<file path="src/aes_ram.sv">
// Generic single-port-write, single-read RAM with registered read data.
// No dependencies.
module aes_ram #(
	parameter int Width = 128,
	parameter int Depth = 11
) (
	input  logic                     clk,
	input  logic                     we,
	input  logic [$clog2(Depth)-1:0] waddr,
	input  logic [Width-1:0]         wdata,
	input  logic [$clog2(Depth)-1:0] raddr,
	output logic [Width-1:0]         rdata
);
	logic [Width-1:0] mem [Depth];

	always_ff @(posedge clk) begin
		if (we) begin
			mem[waddr] <= wdata;
		end
		rdata <= mem[raddr];
	end
endmodule

</file>
<file path="config.mk">
export PLATFORM = sky130hd
export DESIGN_NAME = aes_ram
export DESIGN_NICKNAME = d
export VERILOG_FILES = /design/src/aes_ram.sv
export SDC_FILE = /design/constraint.sdc
export NUM_CORES = 1
export LEC_CHECK = 0
export ABC_CLOCK_PERIOD_IN_PS = 12400
export BUFFER_PORTS_ARGS = -buffer_cell sky130_fd_sc_hd__buf_2
export CAP_MARGIN = 20
export CELL_PAD_IN_SITES_DETAIL_PLACEMENT = 0
export CELL_PAD_IN_SITES_GLOBAL_PLACEMENT = 1
export CORE_AREA = 2 2 317 351
export DETAILED_ROUTE_END_ITERATION = 10
export DIE_AREA = 0 0 319 353
export PLACE_DENSITY_LB_ADDON = 0.1
export SKIP_LAST_GASP = 1
export SYNTH_ARGS = -nofsm -noshare
export SYNTH_HDL_FRONTEND = slang
export SYNTH_SLANG_ARGS = --single-unit
</file>
<file path="constraint.sdc">
create_clock -name clk -period 12.4 [get_ports clk]
set_input_delay 0 -clock clk [delete_from_list [all_inputs] [get_ports clk]]
set_output_delay 0 -clock clk [all_outputs]
set_load 0.02 [all_outputs]
</file>
## Word-level counts from Yosys, hierarchy flattened

Memory sizes are Yosys's and may differ from the RTL's. A register that Yosys moved wholly into a read port is not among the register bits.
Index checks and enable logic that the tools add are counted.

| word-level totals | value |
|---|---|
| ROM bits | 0 |
| memories kept | 1 |
| logic and storage cells | 3 |
| latch bits | 0 |
| register bits after elaboration | 0 |
| output and inout bits | 128 |
| memory bits (writable) | 1408 |
| bits of input ports | 138 |

Memories:

| memory | words | width | rd ports | clocked after memory_dff | wr ports | RTL line | source |
|---|---|---|---|---|---|---|---|
| mem | 11 | 128 | 1 | 1 | 1 | 14 | `logic [Width-1:0] mem [Depth];` |

| cells by class | value |
|---|---|
| bitwise operators | 0 |
| reduce and logical (&&, ||, !) cells | 0 |
| add/sub/neg operators | 0 |
| muxes and demuxes | 2 |
| equality and inequality tests | 0 |
| divide/modulo/power cells | 0 |
| multipliers | 0 |
| magnitude comparators | 0 |
| shift-type cells | 0 |

Operators by type and width:

| cell | count |
|---|---|
| $mux W1 | 2 |

## Logic depth before layout (Yosys ltp)

Gate-level depths: netlist (run 1).

| logic depth | value |
|---|---|
| word-level depth | 2 |
| mapped depth | 6 |
| mapped depth without buffers | 3 |

## Worst setup path before layout (run 1)

No wires, ideal clock.

| timing path | value |
|---|---|
| path type | input to register |
| from | input port waddr[3] |
| to | memory mem[0][0] (enable) |
| path buffers | 0 |
| cell stages on the path | 2 |
| required time | 11.626 ns |
| arrival | 9.154 ns |
| library setup time | 0.774 ns |
| setup slack | 2.472 ns |
| cell sequence | or3b_2 nor3_1 |

RTL lines:

| element | RTL line | source |
|---|---|---|
| start: declaration | 9 | `input logic [$clog2(Depth)-1:0] waddr,` |
| end: declaration | 14 |  |

Straight into the memory's write port.

## Worst setup path in the final report (run 1)

| timing path | value |
|---|---|
| from | input port waddr[2] |
| to | memory mem[2][121] (enable) |

Straight into the memory's write port.

==> impl.org, run 1 <==
** Outcome
- The flow ran to the end, and the final reports show no timing, DRC or antenna violations.

** Timing
- After routing, the total negative slack on setup checks comes to 0 ns.
- Pins over their slew limit :: 0
- The smallest clock period supported by the final layout is computed as around 3.6 ns.
- Setup slack after layout :: 8.832 ns
- At the pin with the least slew margin, the transition time is about 1.2 ns.
- Final Hold Viols :: 0
- Headroom to the max-slew limit :: a little over a fifth
- Based on the critical path, the design can be clocked at up to ~280 MHz.
- Setup repair after global routing left no endpoint under its margin.
- Final period util :: 28.78%
- Final count of negative-setup-slack endpoints :: 0
- Clock skew on the completed layout was measured at between 0.015 and 0.02 ns.

** Floorplan
- From bottom edge to top edge, the die measures 353 microns.
- Placeable core region :: around 110000 sq um
- In this run the count of I/O pins placed on the die edge is 266.
- The initial utilization of the core area, before any placement, comes to ~52%.
- From left edge to right edge, the die measures roughly 320 microns.
- Rows :: 128
- Die Footprint :: between 100000 and 150000 sq um

** Routing
- Detail-routed net length per standard cell :: approximately 26 microns
- Dividing the detail-routed via count by the number of cells gives between 5 and 6.
- Total via count after detailed routing :: 29140
- The pre-antenna-repair detailed-routing pass consisted of 5 iterations.
- Post-DRT Antenna Nets :: 0
- Drc violations :: 0
- Total wire length after detailed routing :: around 130000 microns
- The first routing iteration left around 2200 violations.

** Synth
- For this run, the register share of the synthesized area comes to roughly four fifths.
- Summing the areas of all compound-gate instances in the mapped netlist gives 6.689% of the synthesized area.
- After synthesis, the mean cell area works out to around 19 sq um.
- Number of storage elements in the synthesis netlist :: approximately 1500
- Multiplexer fraction of the synthesized cell area :: a little under an eighth
- Combinational family with the most area after synthesis :: multiplexers
- Synth Cell Area :: ~57000 sq um
- Largest area contributor in the netlist :: edfxtp_1
- In this run, distinct cell masters in the synthesized netlist total 20.
- The number of nets in the synthesized netlist is 3159.
- Of the total synthesized cell area, the portion taken by full adders, half adders and majority gates is 0%.
- YS warnings :: 0
- After Yosys synthesis, XOR and XNOR cells account for 0% of the synthesized area.
- Dominant cells by area after synthesis :: edfxtp_1 (74%), mux2_2 (7.5%), dfxtp_1 (4.5%), mux2i_1 (4.5%), a22o_1 (2.0%)
- Simple-gate area share of the yosys netlist :: 1.577%
- Gate count of the mapped netlist :: 3021
- After synthesis, the largest area contributor takes up about three quarters of total cell area.

** Power and ir drop
- Power per unit of standard cell area :: 163.2 nW/um^2
- Total power for the finished layout comes to approximately 11 mW.
- Across the VDD grid, the largest voltage drop is 0.0001082 V.
- Leakage power summed over all cells :: 22.44 nW

** Worst setup path
- The worst setup path is launched from an input port.
- Largest fanout on the critical path :: 46
- Arrival @ worst endpoint :: about 4.0 ns
- The worst setup path is of the in2reg kind.
- At the worst endpoint, the required time is 12.78 ns.
- The worst setup path is captured at a register.

** Cells and area
- From synthesis to final layout, the design area changed by 15.40%.
- After the flow finishes, the layout carries non-filler instances totaling 4992.
- After routing the design area is around 66000 sq um.
- Leaving out fill and tap cells, the most frequent cells in the layout are edfxtp_1 (1408), mux2_2 (384), buf_2 (262).
- Number of nets in the layout :: roughly 3600
- Fraction of layout cells with a size suffix above 1 :: 25.83%
- Leaving out fill and tap cells, the most frequent cell in the layout is edfxtp_1.

** Clocking
- In this run, post-CTS repair resized a total of 0 instances.
- Hold repair after CTS inserted about 140 buffers.
- Clock buffers created by TritonCTS :: 151
- The clock passes through at most 3 buffers.
- Once the clock tree was built, the setup fixing pass inserted 0 buffers.
- In this run the clock root is driven by a clkbuf_16.
- TritonCTS built the clock tree.
- The clock tree synthesis step divided the H-tree into 4 levels.
- Insertion delay to the later sink of the worst-skew pair :: about 0.76 ns
- The tree built by TritonCTS fans out to roughly 1500 sinks.
- Clock-pin slew reported for the worst setup and hold paths after clock tree synthesis :: around 0.060 ns

** Flow run
- Max_cap viols :: 0

** Min path
- Worst hold path type :: in2reg

** Placement
- Input and output buffers added on the ports amount to 265.
- OpenSTA, run right after detailed placement, puts the worst setup slack at slightly below 9 ns.
- HPWL reported at the end of detailed placement :: 62800 microns
- Cell Area, Placed :: 60180 sq um
- The congestion estimate from routability-driven global placement came to approximately 0.74.
- The number of placed instances, taps included, is about 4600.

** Global routing
- The number of antenna violations at the first check in global routing was 12.
- Residual overflow from global routing :: 0
- Entering global routing, the biggest net connects 166 pins.
- Via count of the first global-routing pass :: 30230
- The first global-routing pass estimated 194400 microns of wire.
- Overall routing resource usage :: around a quarter
report_power, final:
| group | internal (mW) | switching [mW] | total, mW |
|---|---|---|---|
| sequential | 5.79 | 0.0412 | 5.83 |
| clock | 2.53 | 1.83 | 4.37 |
| combinational | 0.234 | 0.390 | 0.625 |
| total | 8.56 | 2.26 | 10.8 |
per-stage QoR:
step           hold WS (ns)  util [%]
3_3_place_gp         0.2896     54.94
5_1_grt             0.05810     60.53
3_5_place_dp         0.3085     54.94
4_1_cts             0.01544     60.50
2_1_floorplan       0.09887         -
6_report            0.04594     60.53
cells in the mapped netlist:
cell type,number
mux2_2,384
buf_1,8
buf_4,42
mux2i_1,256
buf_2,28
o22ai_1,128
o211ai_1,128
nor2b_1,1
clkbuf_1,93
nand3b_1,2
nand2_1,2
dfxtp_1,128
nor2_1,9
a22o_1,128
nand2b_1,131
nor3_1,3
edfxtp_1,1408
o31ai_1,128
or3b_2,1
buf_6,13
flip-flops by register name, indices dropped and copies added (netlist names):
register  flops
mem        1408
rdata       128
layout make-up:
type                    instances  area [sq um]
flip-flops and latches       1536         44840
repair buffers                446          3178
fillers                      7942         43240
clock buffers                 232          4463
well taps                    1430          1789
multi-input cells            1301         11740
clock inverters                43         282.8
diodes                          4         10.01
final timing paths:
path | start | end | slack [ns] | cells past startpoint
worst min register to register | mem[10][53] | rdata[53] | 0.56 | 3
worst max register to register | mem[3][22] | rdata[22] | 11.16 | 3
worst min-delay path | raddr[0] | rdata[32] | 0.05 | 4
worst max-delay path | waddr[2] | mem[2][121] | 8.83 | 7
per-layer routing:
metal	global-route usage, %	wire (microns)
met3	3.911	6241
met2	38.84	64830
met5	0	69
met4	6.877	2861
met1	32.11	57480
critical path, cell delays in order:
cell and delay, ns:
dlygate4sd3_1 0.53, buf_2 0.13, or3b_2 0.50, dlygate4sd3_1 0.67
nor2_4 0.63, buf_4 0.83, buf_4 0.59
logic make-up (layout without fill, tap and decap cells):
kind of cell	after synthesis	in the layout
simple gates	149	149
mux	640	640
flops	1536	1536
other cells	0	4
compound gates	512	512
buf+inv	184	721
No activity file was read; power rests on OpenSTA's default activity.
==> run 2, diff against run 1 <==
ABC_CLOCK_PERIOD_IN_PS = 2900   (was 12400)
CORE_AREA = 2 2 333 368   (was 2 2 317 351)
DIE_AREA = 0 0 335 370   (was 0 0 319 353)
clock period = 2.9 ns   (was 12.4 ns; I/O delays follow)
==> impl.org, run 2 (synthesis results as in run 1) <==
** Placement
- Last weighted congestion value of the routability-driven placer :: roughly 0.74
- Prior to clock tree synthesis, the placed netlist has a worst setup slack of 0.8055 ns.
- Once detailed placement completed, the half-perimeter wirelength came to approximately 72000 microns.
- Buffers placed on the I/O ports in this run total between 200 and 300.
- The placed instances occupy a cell area of slightly above 60000 sq um.

** Clocking
- Count of hold buffers inserted by post-cts repair :: around 140
- Counting every sink on the clock net gives between 1500 and 2000.
- The H-tree was split into 4 levels.
- Insertion delay to the later sink of the worst-skew pair :: 0.77 ns
- Clock buffers created by TritonCTS :: roughly 150
- TritonCTS built the clock tree.
- In this run, post-CTS repair resized a total of 0 instances.
- After clock tree synthesis, the clock-pin slew on the worst setup and hold paths is roughly 0.06 ns.
- Buffers added to address setup during post-CTS repair amount to 0.
- CTS placed an instance of clkbuf_16 at the clock tree root.
- Max Root-Sink Buffers :: 3

** Worst setup path
- The critical path goes through dlygate4sd3_1 -> buf_2 -> nand3b_1 -> nor3_4 -> dlygate4sd3_1 -> buf_12.
- STA classifies the critical path startpoint as an input port.
- The number of cells on the worst reg-to-reg path is 3.
- Among all stages on the critical path, the largest delay is contributed by dlygate4sd3_1.
- At the worst endpoint, the required time is around 3.3 ns.
- Largest stage delay, worst path :: around 1.2 ns
- R2R setup slack :: approximately 1.6 ns
- Worst reg2reg startpoint :: mem[3][6]
- End of the critical path :: mem[4][16]
- Largest fanout on the critical path :: 33
- By startpoint and endpoint, the worst setup path is classified as in2reg.
- Among the stages of the critical path, the cell type that occurs most often is dlygate4sd3_1.
- Arrival @ worst endpoint :: roughly 2.9 ns
- The endpoint identified for the worst register-to-register timing path is rdata[6].
- First element of the critical path :: waddr[3]
- CP endpoint kind :: register

** Timing
- Final critical delay including setup and external delays :: between 2 and 2.5 ns
- Final Hold Viols :: 0
- Setup violations remaining at the end of the flow were counted as 0.
- Derived from the worst setup path, the maximum achievable clock frequency is approximately 400 MHz.
- The max-slew violation count was 0.
- Clock skew on the completed layout was measured at slightly below 0.02 ns.
- Setup slack after layout :: 0.4712 ns
- Setup repair after global routing left no endpoint under its margin.
- At the pin with the least slew margin, the transition time is a little over 1 ns.
- Headroom to the max-slew limit came out at a little under a third.
- Dividing the final minimum period by the clock period gives a little over four fifths.

** Floorplan
- Die Footprint :: approximately 120000 sq um
- Placeable core region :: 120400 sq um
- I/O pins :: around 270
- Starting Density :: a little under half
- The floorplan has 134 rows.
- Measured along the y axis, the die boundary spans ~370 microns.
- Horizontal die dimension :: roughly 340 microns

** Cells and area
- Compared with the post-synthesis result, the final layout area differs by 18.04%.
- Leaving out fill and tap cells, the most frequent cell in the layout is edfxtp_1.
- In the final layout, the share of cells above drive strength 1 is a little over a quarter.
- In the layout the commonest cells are edfxtp_1 (1408), mux2_2 (384), buf_2 (262).
- After routing the design area is approximately 68000 sq um.
- The largest registers in the layout are mem (1408), rdata (128).
- Register bank with the most flops :: mem
- Number of flip-flops under the largest register name :: about 1400
- Number of nets in the layout :: 3640

** Power and ir drop
- VDD sags by at most ~0.00045 V.
- Power after layout :: 47.46 mW
- Summed over all cells, the static leakage comes to approximately 23 nW.
- For this design the ratio of total power to cell area is ~700 nW/um^2.

** Global routing
- The number of antenna violations at the first check in global routing was 11.
- Residual overflow from global routing :: 0
- Across every metal layer, demand over resource in global routing totals 21.84%.
- Entering global routing, the biggest net connects between 100 and 150 pins.
- The via count of the first global-routing pass is ~31000.
- Global-route wire length before repair :: between 150000 and 200000 microns

** Routing
- Total via count after detailed routing :: between 20000 and 30000
- Detail-routed net length per standard cell :: 25.97 microns
- Routed vias/inst :: 5.662
- The detail route stage leaves a number of antenna-violating nets equal to 0.
- The detailed router finished its first iteration with 2155 violations.
- The first detailed-routing pass ran for 6 iterations.
- For this run, design rule violations remaining after detail routing come to 0.
- Total wire length after detailed routing :: about 140000 microns

** Min path
- The path class of the tightest hold or removal check is in2reg.

** Outcome
- The run finished with clean final reports.

** Flow run
- Max_cap viols :: 0
run 2: layer usage:
metal / track usage (%) / share of wire [%] / up-vias
li1: - / - / 13170
met1: 29.64 / 44 / 15410
met2: 36.75 / 50 / 644
met3: 3.680 / 4.2 / 190
met4: 5.674 / 1.8 / 18
met5: 0 / 0.081 / -
run 2: stage by stage:
stage | util, % | hold WS, ns | setup TNS, ns | std cells
after global routing | 56.34 | 0.05620 | 0 | 5198
after CTS | 56.34 | 0.006995 | 0 | 5197
final | 56.34 | 0.06225 | 0 | 5198
after detailed placement | 50.97 | 0.3088 | 0 | 4772
after global placement | 50.97 | 0.2941 | 0 | 4772
after floorplan | - | 0.09887 | -1124.93 | 3021
run 2: worst min path at each step:
stage / start / endpoint / cells after the start
after CTS: we / mem[6][44] / 3
after detailed placement: wdata[85] / mem[8][85] / 1
final: we / mem[6][44] / 3
after global placement: wdata[27] / mem[9][27] / 1
after global routing: we / mem[6][44] / 3
after floorplan: wdata[0] / mem[0][0] / 0
run 2: worst max-delay path, delay by kind of cell:
kind                   cells  cell delay, ns
buffers and inverters      4            2.20
and+or+nand+nor            2            0.61
run 2: cell type report:
type / count / area [sq um]
sequential: 1536 / 44840
clock buffer: 223 / 4462
multi-input combinational: 1301 / 11760
tap: 1564 / 1957
fill: 9170 / 52560
timing repair buffer: 509 / 4172
clock inverter: 64 / 625.6
antenna: 1 / 2.502
run 2: power breakdown:
| part | switching (mW) | total (mW) | internal, mW |
|---|---|---|---|
| logic | 1.70 | 2.79 | 1.09 |
| registers | 0.189 | 24.9 | 24.8 |
| clock network | 8.06 | 19.7 | 11.7 |
| total | 9.95 | 47.5 | 37.5 |
==> run 3, diff against run 2 <==
ABC_CLOCK_PERIOD_IN_PS = 2500   (was 2900)
CORE_AREA = 2 2 317 351   (was 2 2 333 368)
DIE_AREA = 0 0 319 353   (was 0 0 335 370)
clock period = 2.5 ns   (was 2.9 ns; I/O delays follow)
==> impl.org, run 3 (synthesis results as in run 1) <==
** Outcome
- The flow ran to the end, and the final reports show no timing, DRC or antenna violations.

** Timing
- Across the routed clock network, the largest skew measured is between 0.02 and 0.03 ns.
- Headroom to the max-slew limit came out at 30.70%.
- Final period util :: around nine tenths
- Summed over all failing endpoints, the final setup total negative slack is 0 ns.
- The max-slew violation count is 0.
- Final count of negative-setup-slack endpoints :: 0
- Subtracting the final worst setup slack from the clock period gives ~2.2 ns.
- For the pin with the worst max-slew slack, the measured transition is 1.039 ns.
- Setup repair after global routing left no endpoint under its margin.
- Final Hold Viols :: 0
- Timing would allow up to 448.4 MHz.

** Worst setup path
- Of all nets on the critical path, the largest fanout is 6.
- STA classifies the critical path startpoint as an input port.
- STA classifies the critical path endpoint as a register.
- Data required time of the worst path :: between 2 and 3 ns
- The critical path is of the in2reg type.
- Arrival @ worst endpoint :: 2.69 ns

** Cells and area
- Layout Cell Area excl Fill :: 67800 sq um
- Leaving out fill and tap cells, the most frequent cell in the layout is edfxtp_1.
- Number of flip-flops under the largest register name :: ~1400
- In the final layout, the registers with the most flip-flops are mem (1408), rdata (128).
- Register bank with the most flops :: mem
- For this run, the post-layout net count is roughly 3700.
- Highest-count cells in the layout ignoring fill and taps :: edfxtp_1 (1408), mux2_2 (384), buf_2 (262)
- The area growth from synthesis to layout is 17.99%.
- In the final layout, the share of cells above drive strength 1 is around 28%.

** Clocking
- Max Root-Sink Buffers :: 3
- Clock buffers created by TritonCTS :: 151
- Clk sinks :: approximately 1500
- The H-tree generated during clock tree synthesis spans 4 levels.
- Insertion delay to the later sink of the worst-skew pair :: between 0.7 and 0.8 ns
- Clock-pin slew reported for the worst setup and hold paths after clock tree synthesis :: around 0.06 ns
- The tree is rooted in a clkbuf_16.
- TritonCTS built the clock tree.

** Power and ir drop
- The analysis attributes to net switching a power of 11.39 mW.
- VDD sags by at most about 0.0006 V.
- Power share of the clock group :: between 40 and 50%
- Flop pwr share :: 53.4%
- Internal power comes to 42.81 mW.
- Switching share of power :: about a fifth
- Dividing total power by cell area gives a power density of about 800 nW/um^2.
- The analysis attributes to cell leakage a power of 23.18 nW.
- Power after layout :: between 50 and 60 mW
- Of the total power, combinational logic draws around 6%.

** Floorplan
- Pin placement for this block handled ~270 I/O pins.
- The total area inside the core boundary comes to between 100000 and 150000 sq um.
- The die covers roughly 110000 sq um.
- Horizontal die dimension :: 319 microns
- Die outline height :: around 350 microns
- Once the floorplan was initialized, standard cells occupied 52.45% of the core.
- After floorplanning, the core was divided into about 130 placement rows.

** Flow run
- The tool flagged a number of max-cap violations equal to 0.

** Global routing
- Via count of the first global-routing pass :: a little over 30000
- Global routing consumed, over all layers together, 23.74% of the routing resources.
- Residual overflow from global routing :: 0
- The first global-routing pass estimated 197700 microns of wire.
- The number of antenna violations at the first check in global routing came to 7.
- Maximum number of pins on one net before global-route repair :: around 180

** Min path
- Worst hold path type :: in2reg

** Routing
- After detailed routing, the number of remaining DRC violations is 0.
- Drt first pass iters :: 5
- Total wire length after detailed routing :: 133500 microns
- Post-DRT Antenna Nets :: 0
- Routed vias/inst :: roughly 5.8
- Dividing the detail-routed wire length by the instance count gives between 20 and 30 microns.
- The routed layout has 29720 vias.
- In this run, the number of DRC markers left after iteration 0 of detailed routing was between 2000 and 2500.

** Placement
- Number of input and output port buffers inserted :: between 200 and 300
- Detailed placement finished with a half-perimeter wire length of 75590 microns.
- At the end of routability-driven placement, the weighted congestion stood at 0.7529.
- Summing all placed instances gives a cell area of 61580 sq um.
-- run 3: area by class of cell --
cell class / count / area (sq um)
sequential: 1536 / 44840
fill: 7917 / 41750
multi-input combinational: 1301 / 11760
timing repair buffer: 545 / 4552
clock buffer: 229 / 4368
tap: 1430 / 1789
clock inverter: 52 / 480.5
antenna: 1 / 2.502
-- run 3: stage by stage --
step	hold slack [ns]	setup slack, ns	util (%)	std cells
global placement	0.2918	0.5741	56.21	4675
global route	0.08212	0.2272	61.89	5093
finish	0.08252	0.2700	61.89	5094
detailed placement	0.3081	0.5611	56.21	4675
floorplan	0.09887	-1.485	-	3021
CTS	0.02879	0.3030	61.89	5093
-- run 3: routing by layer --
layer / share of wire, % / track usage (%)
met5: 0.058 / 0
met4: 2.2 / 6.745
met3: 4.5 / 3.464
met2: 49 / 39.61
met1: 44 / 32.81
-- run 3: power groups by stage --
stage | sequential [mW] | combinational [mW] | clock [mW]
6_report | 29.0 | 3.27 | 22.0
4_1_cts | 29.0 | 3.30 | 22.4
3_5_place_dp | 29.5 | 3.10 | 0
5_1_grt | 29.0 | 3.50 | 23.4
3_3_place_gp | 29.5 | 3.04 | 0
2_1_floorplan | 29.7 | 1.52 | 0
-- run 3: worst paths after layout --
| kind | from | to | slack (ns) | depth (start not counted) |
|---|---|---|---|---|
| max | waddr[2] | mem[3][58] | 0.27 | 6 |
| min | raddr[2] | rdata[38] | 0.08 | 4 |
| max reg2reg | mem[3][62] | rdata[62] | 1.15 | 3 |
| min reg2reg | mem[10][50] | rdata[50] | 0.57 | 3 |
-- run 3: critical path, cell delays in order --
cell and delay, ns:
dlygate4sd3_1 0.52, buf_2 0.15, or3b_4 0.40, dlygate4sd3_1 0.69
nor2_4 0.31, dlygate4sd3_1 0.61
-- run 3: timing repair --
action                                 in CTS  in global routing
gates resized for setup                     0                  0
hold buffers                              137                  0
endpoints found under the hold margin    1610                  0
setup buffers                               0                  0
